**src/sv/ack_retransmit_tracker_defines.svh**
```systemverilog
// assertion macros for the ack retransmit tracker
`ifndef ACK_RETRANSMIT_TRACKER_DEFINES_SVH
`define ACK_RETRANSMIT_TRACKER_DEFINES_SVH

// property that must hold at every edge out of reset
`define ART_ASSERT(label, prop, msg) \
  label: assert property (@(posedge clk) disable iff (rst) (prop)) else $error(msg);

// implication checked on the following edge
`define ART_ASSERT_NEXT(label, ante, cons, msg) \
  label: assert property (@(posedge clk) disable iff (rst) (ante) |=> (cons)) else $error(msg);

`endif

```
**src/sv/art_pkg.sv**
```systemverilog
// ----------------------------------------------------------------------------
// art_pkg
// shared types and constants of the ack retransmit tracker
// ----------------------------------------------------------------------------
package art_pkg;

  localparam int SLOTS_DEF = 8;
  localparam logic [15:0] TIMEOUT_RESET = 16'd1000;
  localparam logic [2:0] RETRY_RESET = 3'd3;
  localparam logic [15:0] NO_EXPIRY = 16'hFFFF;

  localparam logic [1:0] OP_ADD = 2'd0;
  localparam logic [1:0] OP_ACK = 2'd1;
  localparam logic [1:0] OP_TICK = 2'd2;
  localparam logic [1:0] OP_NONE = 2'd3;

  localparam logic [0:0] REG_TIMEOUT = 1'd0;
  localparam logic [0:0] REG_RETRY = 1'd1;

  localparam logic [2:0] KIND_ADDED = 3'd0;
  localparam logic [2:0] KIND_MATCH = 3'd1;
  localparam logic [2:0] KIND_UNMATCHED = 3'd2;
  localparam logic [2:0] KIND_RETX = 3'd3;
  localparam logic [2:0] KIND_SUMMARY = 3'd4;

  typedef enum logic [2:0] {
    ST_IDLE,
    ST_ADD_SCAN,
    ST_ACK_SCAN,
    ST_TICK_SCAN,
    ST_EMIT,
    ST_SUMMARY
  } state_t;

  // controller to datapath
  typedef struct packed {
    logic load;       // capture the request
    logic pos_clear;  // walk pointer to list head
    logic step;       // evaluate list entry at pointer
    logic emit;       // load the output register
    logic add_commit; // append the added slot
    logic bad_ack;    // count an unmatched ack
    logic summary;    // load the tick summary
  } cmd_t;

  // datapath to controller
  typedef struct packed {
    logic [1:0] op;
    logic       slot_ok;
    logic       at_end;    // pointer past last pending entry
    logic       hit;       // entry at pointer is of interest
    logic       out_busy;  // output register holds a result
  } status_t;

endpackage

```
**src/sv/art_ctrl.sv**
```systemverilog
// ----------------------------------------------------------------------------
// art_ctrl
// sequencer that walks the send-order list for each request
// ----------------------------------------------------------------------------
module art_ctrl (
  input  logic             clk,
  input  logic             rst,
  input  logic             in_valid,
  output logic             in_ready,
  input  art_pkg::status_t status,
  output art_pkg::cmd_t    cmd
);
  import art_pkg::*;

  state_t state, state_next;

  always_ff @(posedge clk) begin
    if (rst) begin
      state <= ST_IDLE;
    end else begin
      state <= state_next;
    end
  end

  always_comb begin
    state_next = state;
    case (state)
      ST_IDLE: begin
        if (in_valid) begin
          state_next = ST_IDLE;
          case (status.op)
            OP_ADD: state_next = ST_ADD_SCAN;
            OP_ACK: state_next = ST_ACK_SCAN;
            OP_TICK: state_next = ST_TICK_SCAN;
            default: state_next = ST_IDLE;
          endcase
        end
      end
      ST_ADD_SCAN: begin
        if (!status.slot_ok) state_next = ST_IDLE;
        else if ((status.at_end || status.hit) && !status.out_busy) state_next = ST_IDLE;
      end
      ST_ACK_SCAN: begin
        if ((status.at_end || status.hit) && !status.out_busy) state_next = ST_IDLE;
      end
      ST_TICK_SCAN: begin
        if (status.at_end) begin
          if (!status.out_busy) state_next = ST_IDLE;
        end else if (status.hit && !status.out_busy) begin
          state_next = ST_TICK_SCAN;
        end
      end
      default: state_next = ST_IDLE;
    endcase
  end

  always_comb begin
    cmd = '0;
    in_ready = 1'b0;
    case (state)
      ST_IDLE: begin
        in_ready = 1'b1;
        cmd.load = in_valid;
        cmd.pos_clear = in_valid;
      end
      ST_ADD_SCAN: begin
        // drop the stale list entry, then append once output is free
        if (status.slot_ok && !status.out_busy) begin
          if (status.at_end || status.hit) begin
            cmd.add_commit = 1'b1;
            cmd.emit = 1'b1;
          end else begin
            cmd.step = 1'b1;
          end
        end
      end
      ST_ACK_SCAN: begin
        if (!status.out_busy) begin
          if (status.hit) begin
            cmd.step = 1'b1;
            cmd.emit = 1'b1;
          end else if (status.at_end) begin
            cmd.bad_ack = 1'b1;
            cmd.emit = 1'b1;
          end else begin
            cmd.step = 1'b1;
          end
        end
      end
      ST_TICK_SCAN: begin
        if (status.at_end) begin
          if (!status.out_busy) begin
            cmd.summary = 1'b1;
            cmd.emit = 1'b1;
          end
        end else if (status.hit) begin
          if (!status.out_busy) begin
            cmd.step = 1'b1;
            cmd.emit = 1'b1;
          end
        end else begin
          cmd.step = 1'b1;
        end
      end
      default: ;
    endcase
  end

endmodule

```
**src/sv/art_dpath.sv**
```systemverilog
// ----------------------------------------------------------------------------
// art_dpath
// entry table, send-order list, counters and output register
// ----------------------------------------------------------------------------
module art_dpath #(
  parameter int SLOTS = art_pkg::SLOTS_DEF,
  localparam int IW = (SLOTS > 1) ? $clog2(SLOTS) : 1,
  localparam int CW = $clog2(SLOTS + 1)
) (
  input  logic             clk,
  input  logic             rst,
  input  logic             cfg_we,
  input  logic [0:0]       cfg_index,
  input  logic [15:0]      cfg_data,
  input  logic [1:0]       in_op,
  input  logic [2:0]       in_slot,
  input  logic [15:0]      in_seq,
  input  logic [3:0]       in_ver,
  input  logic [15:0]      in_elapsed,
  input  art_pkg::cmd_t    cmd,
  output art_pkg::status_t status,
  output logic             m_valid,
  input  logic             m_ready,
  output logic [2:0]       o_kind,
  output logic [2:0]       o_slot,
  output logic [15:0]      o_seq,
  output logic             o_dropped,
  output logic [15:0]      o_expiry,
  output logic [31:0]      o_no_ack,
  output logic [31:0]      o_bad_ack,
  output logic             o_last
);
  import art_pkg::*;

  logic [15:0] timeout_ms;
  logic [2:0]  retry_limit;

  logic [SLOTS-1:0] entry_valid;
  logic [15:0] entry_seq [SLOTS];
  logic [3:0]  entry_version [SLOTS];
  logic [15:0] entry_remaining [SLOTS];
  logic [2:0]  entry_retries [SLOTS];
  logic [IW-1:0] send_order [SLOTS];
  logic [CW-1:0] pending_count;
  logic [31:0] no_ack_counter, bad_ack_counter;

  logic [1:0]  r_op;
  logic [2:0]  r_slot;
  logic [15:0] r_seq;
  logic [3:0]  r_ver;
  logic [15:0] r_elapsed;
  logic [CW-1:0] pos;
  logic [15:0] least;

  logic [IW-1:0] cur;
  logic [15:0] cur_rem;
  logic [2:0]  cur_retry_dec;
  logic        cur_valid, expired, ack_hit, add_hit, at_end, slot_ok, hit;
  logic        remove; // unlink list position pos on this step
  logic [IW-1:0] slot_ix;
  logic [15:0] new_rem;

  logic [2:0]  e_kind, e_slot;
  logic [15:0] e_seq, e_expiry;
  logic        e_dropped, e_last;
  logic [31:0] e_no_ack, e_bad_ack;

  assign at_end = (pos >= pending_count) || (pos >= CW'(SLOTS));
  assign cur = send_order[pos[IW-1:0]];
  assign cur_valid = entry_valid[cur];
  assign cur_rem = entry_remaining[cur];
  assign cur_retry_dec = (entry_retries[cur] == 3'd0) ? 3'd0 : entry_retries[cur] - 3'd1;
  assign expired = cur_rem <= r_elapsed;
  assign ack_hit = cur_valid && entry_seq[cur] == r_seq && entry_version[cur] == r_ver;
  assign slot_ok = {29'd0, r_slot} < 32'(SLOTS);
  assign slot_ix = IW'(r_slot);
  assign add_hit = cur == slot_ix;
  assign new_rem = expired ? timeout_ms : cur_rem - r_elapsed;

  // the list position past the end holds stale data, so nothing hits there
  always_comb begin
    hit = 1'b0;
    if (!at_end) begin
      case (r_op)
        OP_ADD: hit = add_hit;
        OP_ACK: hit = ack_hit;
        OP_TICK: hit = cur_valid && expired;
        default: hit = 1'b0;
      endcase
    end
  end

  always_comb begin
    remove = 1'b0;
    if (cmd.step && !at_end) begin
      case (r_op)
        OP_ACK: remove = ack_hit;
        OP_TICK: remove = !cur_valid || (expired && cur_retry_dec == 3'd0);
        default: remove = 1'b0;
      endcase
    end
  end

  assign status.op = cmd.load ? in_op : r_op;
  assign status.slot_ok = slot_ok;
  assign status.at_end = at_end;
  assign status.hit = hit;
  assign status.out_busy = m_valid && !m_ready;

  always_ff @(posedge clk) begin
    if (rst) begin
      timeout_ms <= TIMEOUT_RESET;
      retry_limit <= RETRY_RESET;
    end else if (cfg_we) begin
      case (cfg_index)
        REG_TIMEOUT: timeout_ms <= cfg_data;
        REG_RETRY: retry_limit <= cfg_data[2:0];
        default: ;
      endcase
    end
  end

  always_ff @(posedge clk) begin
    if (cmd.load) begin
      r_op <= in_op;
      r_slot <= in_slot;
      r_seq <= in_seq;
      r_ver <= in_ver;
      r_elapsed <= in_elapsed;
      least <= NO_EXPIRY;
    end
    if (cmd.step && !at_end && r_op == OP_TICK && cur_valid &&
        !(expired && cur_retry_dec == 3'd0)) begin
      entry_remaining[cur] <= new_rem;
      if (new_rem < least) least <= new_rem;
    end
    if (cmd.step && !at_end && r_op == OP_TICK && cur_valid && expired)
      entry_retries[cur] <= cur_retry_dec;
    if (cmd.add_commit) begin
      entry_seq[slot_ix] <= r_seq;
      entry_version[slot_ix] <= r_ver;
      entry_remaining[slot_ix] <= timeout_ms;
      entry_retries[slot_ix] <= (retry_limit == 3'd0) ? 3'd1 : retry_limit;
    end
  end

  // list shift: the whole tail moves down one position when a gap is closed
  always_ff @(posedge clk) begin
    if (rst) begin
      entry_valid <= '0;
      pending_count <= '0;
      pos <= '0;
    end else begin
      if (cmd.pos_clear) begin
        pos <= '0;
      end else if (cmd.step && !at_end) begin
        if (remove) begin
          // shift the tail down in one go over narrow entries
          for (int i = 0; i < SLOTS - 1; i++)
            if (CW'(i) >= pos) send_order[i] <= send_order[i + 1];
          pending_count <= pending_count - CW'(1);
        end else begin
          pos <= pos + CW'(1);
        end
        if (r_op == OP_ACK && ack_hit) entry_valid[cur] <= 1'b0;
        if (r_op == OP_TICK && cur_valid && expired && cur_retry_dec == 3'd0)
          entry_valid[cur] <= 1'b0;
      end
      if (cmd.add_commit) begin
        entry_valid[slot_ix] <= 1'b1;
        if (!at_end && add_hit) begin
          // close the gap below the tail, then put the slot at the tail
          for (int i = 0; i < SLOTS - 1; i++)
            if (CW'(i) >= pos && CW'(i + 1) < pending_count)
              send_order[i] <= send_order[i + 1];
          send_order[pending_count[IW-1:0] - IW'(1)] <= slot_ix;
        end else if (pending_count < CW'(SLOTS)) begin
          send_order[pending_count[IW-1:0]] <= slot_ix;
          pending_count <= pending_count + CW'(1);
        end
      end
    end
  end

  always_comb begin
    e_kind = KIND_RETX;
    e_slot = 3'(cur);
    e_seq = entry_seq[cur];
    e_dropped = 1'b0;
    e_expiry = '0;
    e_no_ack = no_ack_counter;
    e_bad_ack = bad_ack_counter;
    e_last = 1'b1;
    if (cmd.summary) begin
      e_kind = KIND_SUMMARY;
      e_slot = '0;
      e_seq = '0;
      e_expiry = least;
    end else if (cmd.bad_ack) begin
      e_kind = KIND_UNMATCHED;
      e_slot = '0;
      e_seq = r_seq;
      e_bad_ack = bad_ack_counter + 32'd1;
    end else if (cmd.add_commit) begin
      e_kind = KIND_ADDED;
      e_slot = r_slot;
      e_seq = r_seq;
    end else if (r_op == OP_ACK) begin
      e_kind = KIND_MATCH;
      e_seq = r_seq;
    end else begin
      // a retransmit is never the final result of a tick
      e_last = 1'b0;
      if (cur_retry_dec == 3'd0) begin
        e_dropped = 1'b1;
        e_no_ack = no_ack_counter + 32'd1;
      end
    end
  end

  always_ff @(posedge clk) begin
    if (rst) begin
      no_ack_counter <= '0;
      bad_ack_counter <= '0;
      m_valid <= 1'b0;
    end else begin
      m_valid <= cmd.emit || (m_valid && !m_ready);
      if (cmd.emit) begin
        no_ack_counter <= e_no_ack;
        bad_ack_counter <= e_bad_ack;
      end
    end
  end

  always_ff @(posedge clk) begin
    if (cmd.emit) begin
      o_kind <= e_kind;
      o_slot <= e_slot;
      o_seq <= e_seq;
      o_dropped <= e_dropped;
      o_expiry <= e_expiry;
      o_no_ack <= e_no_ack;
      o_bad_ack <= e_bad_ack;
      o_last <= e_last;
    end
  end

endmodule

```
**src/sv/ack_retransmit_tracker.sv**
```systemverilog
// ack_retransmit_tracker
// Keeps up to SLOTS frames awaiting acknowledgement in send order.
// Requests arrive on s_axis (add, ack, tick); results leave on m_axis,
// tlast marking the final result of each request. Configuration is
// written through cfg_we/cfg_index/cfg_data; the user must do so only
// while the block is idle, as the block itself does not enforce it.
// One request is handled at a time: the controller walks the send-order
// list one entry a cycle while no stalled receiver holds it. An add
// with a valid slot ends by appending it, an ack with a match or an
// unmatched result and a tick with a summary, after its retransmits.
// Each result sits in the output register until taken; a stalled
// receiver holds the walk at the next result and s_axis_tready stays
// low. Reset clears the valid bits, list length and counters, and loads
// timeout 1000 ms and retry limit 3; the table needs no clearing pass.
// ----------------------------------------------------------------------------
// ack_retransmit_tracker
// retransmission timer with acknowledgement matching, top level
// ----------------------------------------------------------------------------
`include "ack_retransmit_tracker_defines.svh"
module ack_retransmit_tracker #(
  parameter int SLOTS = art_pkg::SLOTS_DEF
) (
  input  logic        clk,
  input  logic        rst,
  input  logic        cfg_we,
  input  logic [0:0]  cfg_index,
  input  logic [15:0] cfg_data,
  input  logic        s_axis_tvalid,
  output logic        s_axis_tready,
  // slot[2:0], seq_number[18:3], frame_version[22:19], elapsed_ms[38:23], pad
  input  logic [39:0] s_axis_tdata,
  // operation[1:0]
  input  logic [1:0]  s_axis_tuser,
  output logic        m_axis_tvalid,
  input  logic        m_axis_tready,
  // out_slot[2:0], out_seq[18:3], dropped[19], next_expiry_ms[35:20],
  // no_ack_total[67:36], bad_ack_total[99:68], pad
  output logic [103:0] m_axis_tdata,
  // kind[2:0]
  output logic [2:0]  m_axis_tuser,
  output logic        m_axis_tlast
);
  import art_pkg::*;

  cmd_t cmd;
  status_t status;
  logic [2:0] o_slot;
  logic [15:0] o_seq, o_expiry;
  logic o_dropped;
  logic [31:0] o_no_ack, o_bad_ack;
  logic walk_start;

  art_ctrl u_ctrl (
    .clk(clk), .rst(rst), .in_valid(s_axis_tvalid), .in_ready(s_axis_tready),
    .status(status), .cmd(cmd)
  );

  art_dpath #(.SLOTS(SLOTS)) u_dpath (
    .clk(clk), .rst(rst), .cfg_we(cfg_we), .cfg_index(cfg_index), .cfg_data(cfg_data),
    .in_op(s_axis_tuser), .in_slot(s_axis_tdata[2:0]), .in_seq(s_axis_tdata[18:3]),
    .in_ver(s_axis_tdata[22:19]), .in_elapsed(s_axis_tdata[38:23]),
    .cmd(cmd), .status(status), .m_valid(m_axis_tvalid), .m_ready(m_axis_tready),
    .o_kind(m_axis_tuser), .o_slot(o_slot), .o_seq(o_seq), .o_dropped(o_dropped),
    .o_expiry(o_expiry), .o_no_ack(o_no_ack), .o_bad_ack(o_bad_ack),
    .o_last(m_axis_tlast)
  );

  assign m_axis_tdata = {4'd0, o_bad_ack, o_no_ack, o_expiry, o_dropped, o_seq, o_slot};

  // adds and acks always walk the list before the next request
  assign walk_start = cmd.load && (status.op == OP_ADD || status.op == OP_ACK);

  `ART_ASSERT(a_ready_idle, !(s_axis_tready && cmd.emit), "emit while idle")
  `ART_ASSERT(a_no_emit_busy, !(cmd.emit && m_axis_tvalid && !m_axis_tready), "result overwritten")
  `ART_ASSERT_NEXT(a_load_busy, walk_start, !s_axis_tready, "request finished without result")

endmodule
```
**config.mk**
```make
export PLATFORM = sky130hd
export DESIGN_NAME = ack_retransmit_tracker
export DESIGN_NICKNAME = d
export VERILOG_FILES = /design/src/sv/art_pkg.sv /design/src/sv/art_ctrl.sv /design/src/sv/art_dpath.sv /design/src/sv/ack_retransmit_tracker.sv
export VERILOG_INCLUDE_DIRS = /design/src /design/src/sv
export SDC_FILE = /design/constraint.sdc
export NUM_CORES = 1
export LEC_CHECK = 0
export ABC_AREA = 1
export BUFFER_PORTS_ARGS = -buffer_cell sky130_fd_sc_hd__clkbuf_2
export CORE_ASPECT_RATIO = 1.25
export CORE_MARGIN = 2
export CORE_UTILIZATION = 66
export CTS_CLUSTER_SIZE = 10
export DETAILED_ROUTE_END_ITERATION = 16
export GPL_TIMING_DRIVEN = 0
export PLACE_DENSITY = 0.86
export SETUP_SLACK_MARGIN = 0.2
export SYNTH_ARGS = -nofsm -noshare
export SYNTH_HDL_FRONTEND = slang
export SYNTH_SLANG_ARGS = --single-unit
```
**constraint.sdc**
```tcl
create_clock -name clk -period 17.7 [get_ports clk]
set_input_delay 1.77 -clock clk [delete_from_list [all_inputs] [get_ports clk]]
set_output_delay 1.77 -clock clk [all_outputs]
set_load 0.02 [all_outputs]
```
== Word-level counts from Yosys, hierarchy flattened ==
Memories as Yosys holds them, arrays and structs flattened. A register that Yosys moved wholly into a read port is not among the register bits.
Cells that the tools add are included.
Storage, ports and cells
  flip-flop bits (word level): 264
  memory bits (writable): 336
  bits of input ports: 64
  output and inout bits: 110
  logic and storage cells: 327
  memories: 5
Operators by class
  add/sub/neg operators: 8
  $lt $le $gt $ge: 23
  eq/ne operators: 14
  mux-type cells: 187
  bitwise operators: 13
  reduce and logical (&&, ||, !) cells: 53
Memories
  u_dpath.entry_remaining: depth 8, bits a word 16, rd ports 1, clocked after Yosys merged registers in 0, wr ports 1, RTL line art_dpath.sv:41  | logic [15:0] entry_remaining [SLOTS];
  u_dpath.entry_seq: depth 8, bits a word 16, rd ports 1, clocked after Yosys merged registers in 0, wr ports 1, RTL line art_dpath.sv:39  | logic [15:0] entry_seq [SLOTS];
  u_dpath.entry_version: depth 8, bits a word 4, rd ports 1, clocked after Yosys merged registers in 0, wr ports 1, RTL line art_dpath.sv:40  | logic [3:0] entry_version [SLOTS];
  u_dpath.entry_retries: depth 8, bits a word 3, rd ports 1, clocked after Yosys merged registers in 0, wr ports 1, RTL line art_dpath.sv:42  | logic [2:0] entry_retries [SLOTS];
  u_dpath.send_order: depth 8, bits a word 3, rd ports 8, clocked after Yosys merged registers in 1, wr ports 8, RTL line art_dpath.sv:43  | logic [IW-1:0] send_order [SLOTS];
Operators by type and width (number)
  $mux W32: 7
  $mux W16: 8
  $mux W1: 117
  $mux W3: 25
  $mux W8: 9
  $add A32 B1 Y32 const B: 2
  $logic_and A1 B1 Y1: 26
  $mux W4: 6
  $and A8 B8 Y8: 2
  $eq A16 B16 Y1: 1
  $le A16 B16 Y1: 1
  $lt A16 B16 Y1: 1
  $lt A3 B4 Y1 const A: 4
  $reduce_or A16 Y1: 1
  $sub A16 B16 Y16: 1
  $mux W2: 7
  $ge A3 B4 Y1 const A: 3
  $logic_not A3 Y1: 4
  $pmux W2 S3: 2
  $pmux W3 S3: 1
  $reduce_or A3 Y1: 3
  $add A4 B1 Y4 const B: 2
  $ge A1 B4 Y1 const A: 2
  $ge A2 B4 Y1 const A: 2
  34 further kinds: 61

== Longest topological paths before layout ==
Gate-level depths: netlist of the first run.
  word-level depth: 21
  gate-level depth with buffers: 42
  depth with buffers taken out: 37

== By module ==
Synthesis of the first run repeated with hierarchy kept, for this count alone.
Second synthesis, totals
  cells, all modules: 3151
  area, all modules: 28763.8 µm²
Modules (own cells, without submodules)
  art_dpath: instances 1, cells an instance 3077, area an instance 28361.0 µm², seq. area each 16806.1 µm²
  art_ctrl: instances 1, cells an instance 68, area an instance 361.6 µm², seq. area each 60.1 µm²
  ack_retransmit_tracker: instances 1, cells an instance 6, area an instance 41.3 µm², seq. area each 0.0 µm²

== Worst setup path after synthesis of the first run ==
No wires, ideal clock.
  path type: reg-to-reg
  start: reg (tool-made name)
  end: reg u_dpath.least[10]
  setup time: 0.122 ns
  data arrival time: 6.388 ns
  required time: 17.578 ns
  path slack: 11.190 ns
  cell stages (with the launch flop): 40
  buffers on the path: 7
  period minus slack after synthesis: 6.510 ns
  cells stage by stage: dfxtp_1 -> buf_4 -> nand2_1 -> nand3_2 -> nand3_4 -> nand2_2 -> buf_6 -> buf_6 -> nor2_1 -> inv_1 -> clkbuf_1 -> o22ai_1 -> or4_1 -> inv_1 -> ha_1 -> inv_1 -> nor3_1 -> a21oi_1 -> [... 4 more ...] -> o211ai_1 -> nand2_1 -> clkbuf_1 -> inv_1 -> clkbuf_1 -> a21oi_1 -> ha_1 -> nand2_1 -> inv_1 -> nand3_1 -> a31oi_1 -> a2111oi_0 -> nand2_1 -> clkbuf_1 -> o21ai_0 -> nand2_1 -> nand2_1 -> nand2_1
RTL lines
  end signal, assigned: RTL line art_dpath.sv:135  | if (new_rem < least) least <= new_rem;
  end, declared: RTL line art_dpath.sv:53  | logic [15:0] least;

==> results of run 1 <==
power groups by stage:
stage | combinational [µW] | clock [µW] | sequential (µW)
CTS | 1030 | 1320 | 1910
global route | 1140 | 1380 | 1930
detailed placement | 1020 | 0 | 1940
floorplan | 638 | 0 | 1960
global placement | 966 | 0 | 1940
finish | 1060 | 1320 | 1920
cell usage in the layout (no fill, tap or decap), types with 5 or more instances in the layout:
master     instances
a211oi_1          10
buf_8              6
a21oi_1          110
dfxtp_1          123
nor3_1            23
nand3b_1          17
nor2_4            11
xor2_1            52
nand2_1          682
buf_4             11
nand2_2           17
inv_1            285
nand3_2            6
o21ai_0          147
nand3_1          234
o21ai_1           42
xnor2_1           10
ha_1              53
or4_1             14
inv_2             17
buf_6             18
or2_2             11
nor2_2            15
nor4_1             6
nor2_1           206
clkbuf_16         71
o31ai_1           11
buf_1              5
nand4_1           14
edfxtp_1         479
clkbuf_1         104
buf_2             14
o22ai_1           53
clkbuf_2         169
flip-flops by register name (all words and copies together) (netlist names), 24 cells and up, named ones only:
| register | count |
|---|---|
| u_dpath.o_no_ack | 32 |
| u_dpath.o_bad_ack | 32 |
| u_dpath.entry_remaining | 128 |
| u_dpath.entry_version | 32 |
| u_dpath.no_ack_counter | 32 |
| u_dpath.bad_ack_counter | 32 |
| u_dpath.entry_retries | 24 |
| u_dpath.send_order | 24 |
| u_dpath.entry_seq | 128 |
stage by stage:
step	setup WS [ns]	hold slack [ns]	utilization, %	instances
6_report	8.93	0.475	76.0	3644
3_3_place_gp	8.55	0.456	70.6	3508
4_1_cts	9.18	0.471	76.0	3644
2_1_floorplan	11.19	0.424	-	2788
5_1_grt	8.52	0.488	76.0	3644
3_5_place_dp	9.16	0.463	71.0	3518
area by class of cell:
class                           count  area [µm²]  area share (%)
Buffer                            103         578            1.85
Clock buffer                      121        1970            6.32
Clock inverter                      5        80.1           0.256
Inverter                          304        1140            3.65
Multi-Input combinational cell   1779        8950            28.6
Sequential cell                   602       16800            53.9
Tap cell                          552         691            2.21
Timing Repair Buffer              178         997            3.19
layer usage:
metal	wire length, µm	global-route usage, %	up-vias
met1	26300	41.0	10446
met4	4340	21.4	0
li1	-	-	9962
met2	37400	59.4	1515
met5	0	0	-
met3	7820	6.18	325
worst reg2reg max path: cells and delay by family, from the launching register on:
kind	cells	cell delay, ns
buffers and inverters	12	3.48
AO/OA/AOI/OAI	7	1.81
adder cells (fa/ha/maj)	2	0.63
flip-flops	1	0.40
AND/OR/NAND/NOR	17	2.39
how the worst min path moves through the flow:
stage / cells past startpoint / startpoint / endpoint
6_report: 2 / u_dpath.entry_valid[0] / u_dpath.entry_valid[0]
3_5_place_dp: 2 / u_dpath.entry_valid[0] / u_dpath.entry_valid[0]
2_1_floorplan: 0 / u_dpath.r_slot[0] / u_dpath.send_order[7][0]
4_1_cts: 2 / u_dpath.entry_valid[0] / u_dpath.entry_valid[0]
3_3_place_gp: 2 / u_dpath.entry_valid[3] / u_dpath.entry_valid[3]
5_1_grt: 2 / u_dpath.entry_valid[0] / u_dpath.entry_valid[0]
logic make-up (layout without fill, tap and decap cells):
| kind of cell | Yosys count | count (layout) | synth area share [%] |
|---|---|---|---|
| flip-flops | 602 | 602 | 61.3 |
| buffers and inverters | 407 | 711 | 6.24 |
| adder cells (fa/ha/maj) | 54 | 54 | 2.49 |
| XOR/XNOR | 62 | 62 | 1.98 |
| AND/OR/NAND/NOR | 1264 | 1264 | 20.1 |
| AO/OA/AOI/OAI | 395 | 395 | 7.91 |
| other | 1 | 4 | 0.0136 |
==> impl_metrics.csv, run 1 <==
group,metric,value,unit
finish,fill_cells,2699,
yosys,synth_cells,2785,
power_and_ir_drop,internal_power,2860,µW
yosys,yosysWarnings,0,
grt,grt_max_degree,66,
grt,grt_pass1_vias,21822,
clock_tree,cts.clk_slew.worst_paths,0.06,ns
placed_design,place_area,0.0292,mm²
clock_tree,clk_latency,0.61,ns
critical_path,slowest_stage,"a2111oi_1",
timing,report.final.hold_viol_count,0,
critical_path,slowest_delay,0.63,ns
die,die_h,232,µm
drt,num_vias,22248,
flow_run,maxCapViolCount,0,
grt,grt_pass1_wl,115000,µm
worst_hold_path,hp-class,"reg -> reg",
drt,drc,0,
yosys,yosysTopAreaCellShare,52.3,%
critical_path,worstSetupPathDepth,38,
clock_tree,postCtsSetupBuffers,0,
finish,final_cell_area,0.0313,mm²
yosys,ys_top_cells_by_area,"edfxtp_1 52%, nand2_1 9.3%, dfxtp_1 9.0%",
timing,period_minus_slack,8.77,ns
timing,skew,0.0336,ns
critical_path,cp.arrival,9.28,ns
critical_path,crit_type,"reg -> reg",
timing,final.period_utilization,49.6,%
finish,nNetsFinal,3156,
placed_design,io_buffers,168,
critical_path,ff2ff_setup_slack,8.93,ns
timing,timing.final.max_slew_violations,0,
clock_tree,cts_sinks,602,
critical_path,cp-end-kind,"register",
drt,ant_nets,0,
drt,drtIter0Drc,2785,
placed_design,hpwlAfterDp,51300,µm
critical_path,startpoint_type,"register",
drt,drt-total-wl,75800,µm
finish,areaGrowthSynthToFinish,13.8,%
clock_tree,tritoncts,"built",
finish,antenna_cells,0,
timing,fmax,114,MHz
timing,tns,0,ns
finish,layout-drive-gt1-share,12.5,%
clock_tree,cts_htree_levels,3,
die,die-area,0.0433,mm²
run_status,status,"completed",
die,row_count,83,
yosys,synth.avg_cell_area,9.87,µm²
power_and_ir_drop,sw_frac_of_total,33.3,%
critical_path,critPathBufInv,12,
clock_tree,cts_max_path_buffers,3,
critical_path,required,18.20,ns
clock_tree,post_cts_resized,0,
yosys,synth_enable_flop_cells,479,
power_and_ir_drop,power_density,137,mW/mm²
critical_path,r2r_cells,38,
drt,viasPerCell,6.11,
power_and_ir_drop,power.leakage,0.0129,µW
drt,drt-wirelength-per-cell,20.8,µm
placed_design,place_congestion,0.968,
power_and_ir_drop,ir_worst_vdd,0.000102,V
yosys,ys_seq_area_share,61.3,%
timing,rsz0062_at_grt,"false",
yosys,yosysTopAreaCell,"edfxtp_1",
grt,grt.overflow.total,0,
critical_path,crit_path_frequent_cell,"nand2_1",
clock_tree,cts_root_buf,"clkbuf_16",
grt,antenna_found_initial,0,
power_and_ir_drop,p_clk_share,30.8,%
power_and_ir_drop,seq_power_share,44.6,%
die,start_util,66.8,%
timing,setup_viol,0,
die,core_region_area,0.0411,mm²
grt,track_usage,34.7,%
critical_path,cp-endpoint,"u_dpath.least[11]",
power_and_ir_drop,p_comb_share,24.6,%
yosys,yosysMostFrequentCell,"nand2_1",
drt,first_pass_iters,6,
critical_path,critical-path-top-delay-family,"buffers and inverters",
yosys,ys_seq_elements,602,
yosys,ys.flop_type,"edfxtp_1",
yosys,synth_commonest_cells,"682 x nand2_1, 479 x edfxtp_1, 285 x inv_1, 234 x nand3_1, 214 x nor2_1",
yosys,syn-cell-area,0.0275,mm²
die,die_x,186,µm
power_and_ir_drop,finalPower,4300,µW
clock_tree,cts_hold_buf,0,
critical_path,crit_path_max_fanout,10,
die,io_pins,174,
timing,worst_pin_slew,1.25,ns
clock_tree,numCtsBuffers,70,
timing,relSlewSlack,16.7,%
critical_path,r2r_end,"u_dpath.least[11]",
yosys,synth-async-reset-ratio,0,%
power_and_ir_drop,p_switching,1430,µW
yosys,synth.distinct_cells,52,
(Power assumes the default switching activity.)
==> inputs of run 2 (changes only) <==
Settings changed: ABC_AREA 1 to 0, CORE_UTILIZATION 66 to 61, PLACE_DENSITY 0.86 to 0.8.
Clock period 17.7 ns to 8.7 ns, I/O delays scaled along.
==> run 2 against run 1 <==
  * Worst hold slack got worse by 0.041 ns
  * Clock skew decreased by 0.0067 ns
  * Sequential share of layout area increased by 0.21 points
  * Critical path type unchanged
  * Critical endpoint is now u_dpath.entry_seq[6][11]
  * Largest power group unchanged
==> impl_metrics.csv, run 2 <==
group,metric,value,unit
run_status,status,"completed",
critical_path,slowest_delay,0.47,ns
critical_path,r2r_end,"u_dpath.entry_seq[6][11]",
drt,ant_nets,0,
drt,drt-wirelength-per-cell,22.5,µm
drt,num_vias,19332,
critical_path,ff2ff_setup_slack,0.55,ns
critical_path,cp.arrival,8.38,ns
drt,first_pass_iters,6,
placed_design,hpwlAfterDp,47500,µm
worst_hold_path,hp-class,"in -> reg",
clock_tree,cts_max_path_buffers,3,
clock_tree,cts_root_buf,"clkbuf_16",
yosys,synth_cells,2234,
critical_path,crit_path_frequent_cell,"buf_2",
clock_tree,numCtsBuffers,70,
placed_design,io_buffers,168,
die,die_x,192,µm
clock_tree,tritoncts,"built",
timing,rsz0062_at_grt,"false",
placed_design,place_area,0.0289,mm²
clock_tree,clk_latency,0.62,ns
timing,fmax,123,MHz
flow_run,maxCapViolCount,0,
yosys,synth_commonest_cells,"479 x edfxtp_1, 212 x nand2_1, 212 x nor2_1, 123 x dfxtp_1, 92 x mux2i_1",
placed_design,place_inst,2991,
yosys,syn-cell-area,0.0271,mm²
yosys,yosysTopAreaCellShare,53.1,%
power_and_ir_drop,power.leakage,0.0116,µW
critical_path,cp-end-kind,"register",
die,die_h,240,µm
critical_path,slowest_stage,"clkinvlp_4",
clock_tree,cts_sinks,602,
drt,drtIter0Drc,2010,
drt,top_layer,"met4",
timing,relSlewSlack,13.7,%
power_and_ir_drop,ir_worst_vdd,0.000246,V
finish,areaGrowthSynthToFinish,15.0,%
timing,skew,0.0269,ns
yosys,synth-async-reset-ratio,0,%
timing,setup_viol,0,
drt,viasPerCell,6.24,
timing,worst_pin_slew,1.28,ns
finish,layout-drive-gt1-share,16.8,%
yosys,synth_enable_flop_cells,479,
finish,layout_commonest_cell,"edfxtp_1",
yosys,yosysWarnings,0,
drt,drt-met1-wl,26300,µm
power_and_ir_drop,power_density,255,mW/mm²
yosys,ys_seq_elements,602,
drt,wl_met3,5890,µm
die,io_pins,174,
critical_path,required,8.92,ns
grt,grt_pass1_wl,105000,µm
finish,antenna_cells,0,
clock_tree,cts.clk_slew.worst_paths,0.05,ns
timing,final.period_utilization,93.7,%
finish,final_cell_area,0.0311,mm²
finish,nNetsFinal,2618,
drt,drt-total-wl,69700,µm
critical_path,r2r_cells,30,
grt,antenna_found_initial,0,
timing,period_minus_slack,8.15,ns
critical_path,cp-endpoint,"u_dpath.entry_seq[6][11]",
grt,track_usage,30.1,%
yosys,yosysTopAreaCell,"edfxtp_1",
yosys,ys.flop_type,"edfxtp_1",
grt,grt_pass1_vias,19311,
yosys,ys_top_cells_by_area,"edfxtp_1 53%, dfxtp_1 9.1%, mux2i_1 3.4%",
drt,met2_length,34000,µm
die,die-area,0.0461,mm²
critical_path,startpoint_type,"register",
grt,grt.overflow.total,0,
die,start_util,61.5,%
finish,finalNonFillerCells,3099,
drt,drc,0,
finish,top_regs,"u_dpath.entry_remaining x128, u_dpath.entry_seq x128",
critical_path,crit_path_max_fanout,10,
clock_tree,cts_htree_levels,3,
timing,report.final.hold_viol_count,0,
placed_design,place_congestion,0.917,
grt,grt_max_degree,75,
die,core_region_area,0.0440,mm²
yosys,synth.avg_cell_area,12.1,µm²
critical_path,crit_type,"reg -> reg",
timing,timing.final.max_slew_violations,0,
yosys,ys_seq_area_share,62.2,%
yosys,yosysMostFrequentCell,"edfxtp_1",
yosys,synth.distinct_cells,81,
finish,most-common-layout-cells,"479 x edfxtp_1, 212 x nand2_1, 207 x nor2_1",
die,row_count,86,
run 2: cell types whose count changed in the layout (fill, tap and decap cells not counted), moves of 24 or more:
cell	change
inv_1	-205
and2_1	+24
a21oi_1	-42
mux2_2	+30
mux2_1	+25
mux2i_1	+90
o21ai_1	-34
o21ai_0	-88
xnor2_1	+70
nand2_1	-470
and3_1	+38
o221ai_1	+24
nand3_1	-166
clkbuf_1	-28
run 2: layer usage:
layer | GRT usage (%) | vias up
met5 | 0 | -
met4 | 16.3 | 0
met3 | 5.05 | 238
met2 | 51.2 | 1051
met1 | 36.4 | 9362
li1 | - | 8681
run 2: layout make-up:
class                           count  area (µm²)
Timing Repair Buffer              188        1090
Buffer                            113         574
Multi-Input combinational cell   1437        9580
Timing Repair inverter              3        22.5
Sequential cell                   602       16800
Tap cell                          572         716
Inverter                           85         330
Clock buffer                       93        1880
Clock inverter                      6        93.8
Fill cell                        2924       12900
run 2: cell families (layout without fill, tap and decap cells):
| kind of cell | after synthesis | in the layout | synth area share (%) |
|---|---|---|---|
| DFF | 602 | 602 | 62.2 |
| muxes | 151 | 151 | 6.02 |
| adders and majority gates | 54 | 54 | 2.52 |
| other | 1 | 4 | 0.0138 |
| buffers and inverters | 198 | 488 | 3.04 |
| AOI/OAI and AO/OA | 348 | 348 | 8.62 |
| and+or+nand+nor | 739 | 739 | 13.0 |
| xor gates and xnor gates | 141 | 141 | 4.56 |
run 2: how the worst min path moves through the flow:
stage                     slack [ns]         startpoint                       end  cells after the start
after floorplan                 0.42  u_dpath.r_slot[0]  u_dpath.send_order[7][0]                      0
after global placement          0.43  u_dpath.r_slot[0]  u_dpath.send_order[7][0]                      0
after detailed placement        0.46  u_dpath.r_slot[0]  u_dpath.send_order[7][0]                      0
after CTS                       0.42   s_axis_tdata[32]      u_dpath.r_elapsed[9]                      1
after global routing            0.43    s_axis_tdata[4]          u_dpath.r_seq[1]                      1
final                           0.43   s_axis_tdata[16]         u_dpath.r_seq[13]                      1
run 2: power by group:
part	leakage, µW	internal (µW)	switching, µW	total, µW
Clock	0.000957	1510	1110	2620
Sequential	0.00538	3570	131	3700
Combinational	0.00527	463	1140	1610
run 2: repair_timing:
| action | CTS | global route |
|---|---|---|
| hold buffers | 0 | 0 |
| gates cloned | 0 | 3 |
| endpoints found under the setup margin | 756 | 552 |
| pin swaps | 2 | 4 |
| setup buffers | 2 | 4 |
| resized for setup | 35 | 49 |
run 2: critical path, delay by kind of cell (launching register included):
family                     cells  cell delay, ns
buffers and inverters         11            2.95
AOI/OAI and AO/OA             11            2.18
muxes                          3            0.94
and+or+nand+nor                3            0.66
adders and majority gates      2            0.66
DFF                            1            0.31
run 2: metrics by stage:
step | total power [µW] | util (%) | hold slack (ns) | setup TNS [ns] | setup slack, ns
floorplan | 4690 | - | 0.424 | 0 | 0.851
global placement | 5200 | 65.1 | 0.434 | -615.84 | -3.32
detailed placement | 5280 | 65.6 | 0.462 | -440.12 | -1.68
CTS | 7880 | 70.3 | 0.415 | 0 | 0.153
global route | 8190 | 70.7 | 0.431 | 0 | 0.122
finish | 7920 | 70.7 | 0.434 | 0 | 0.546
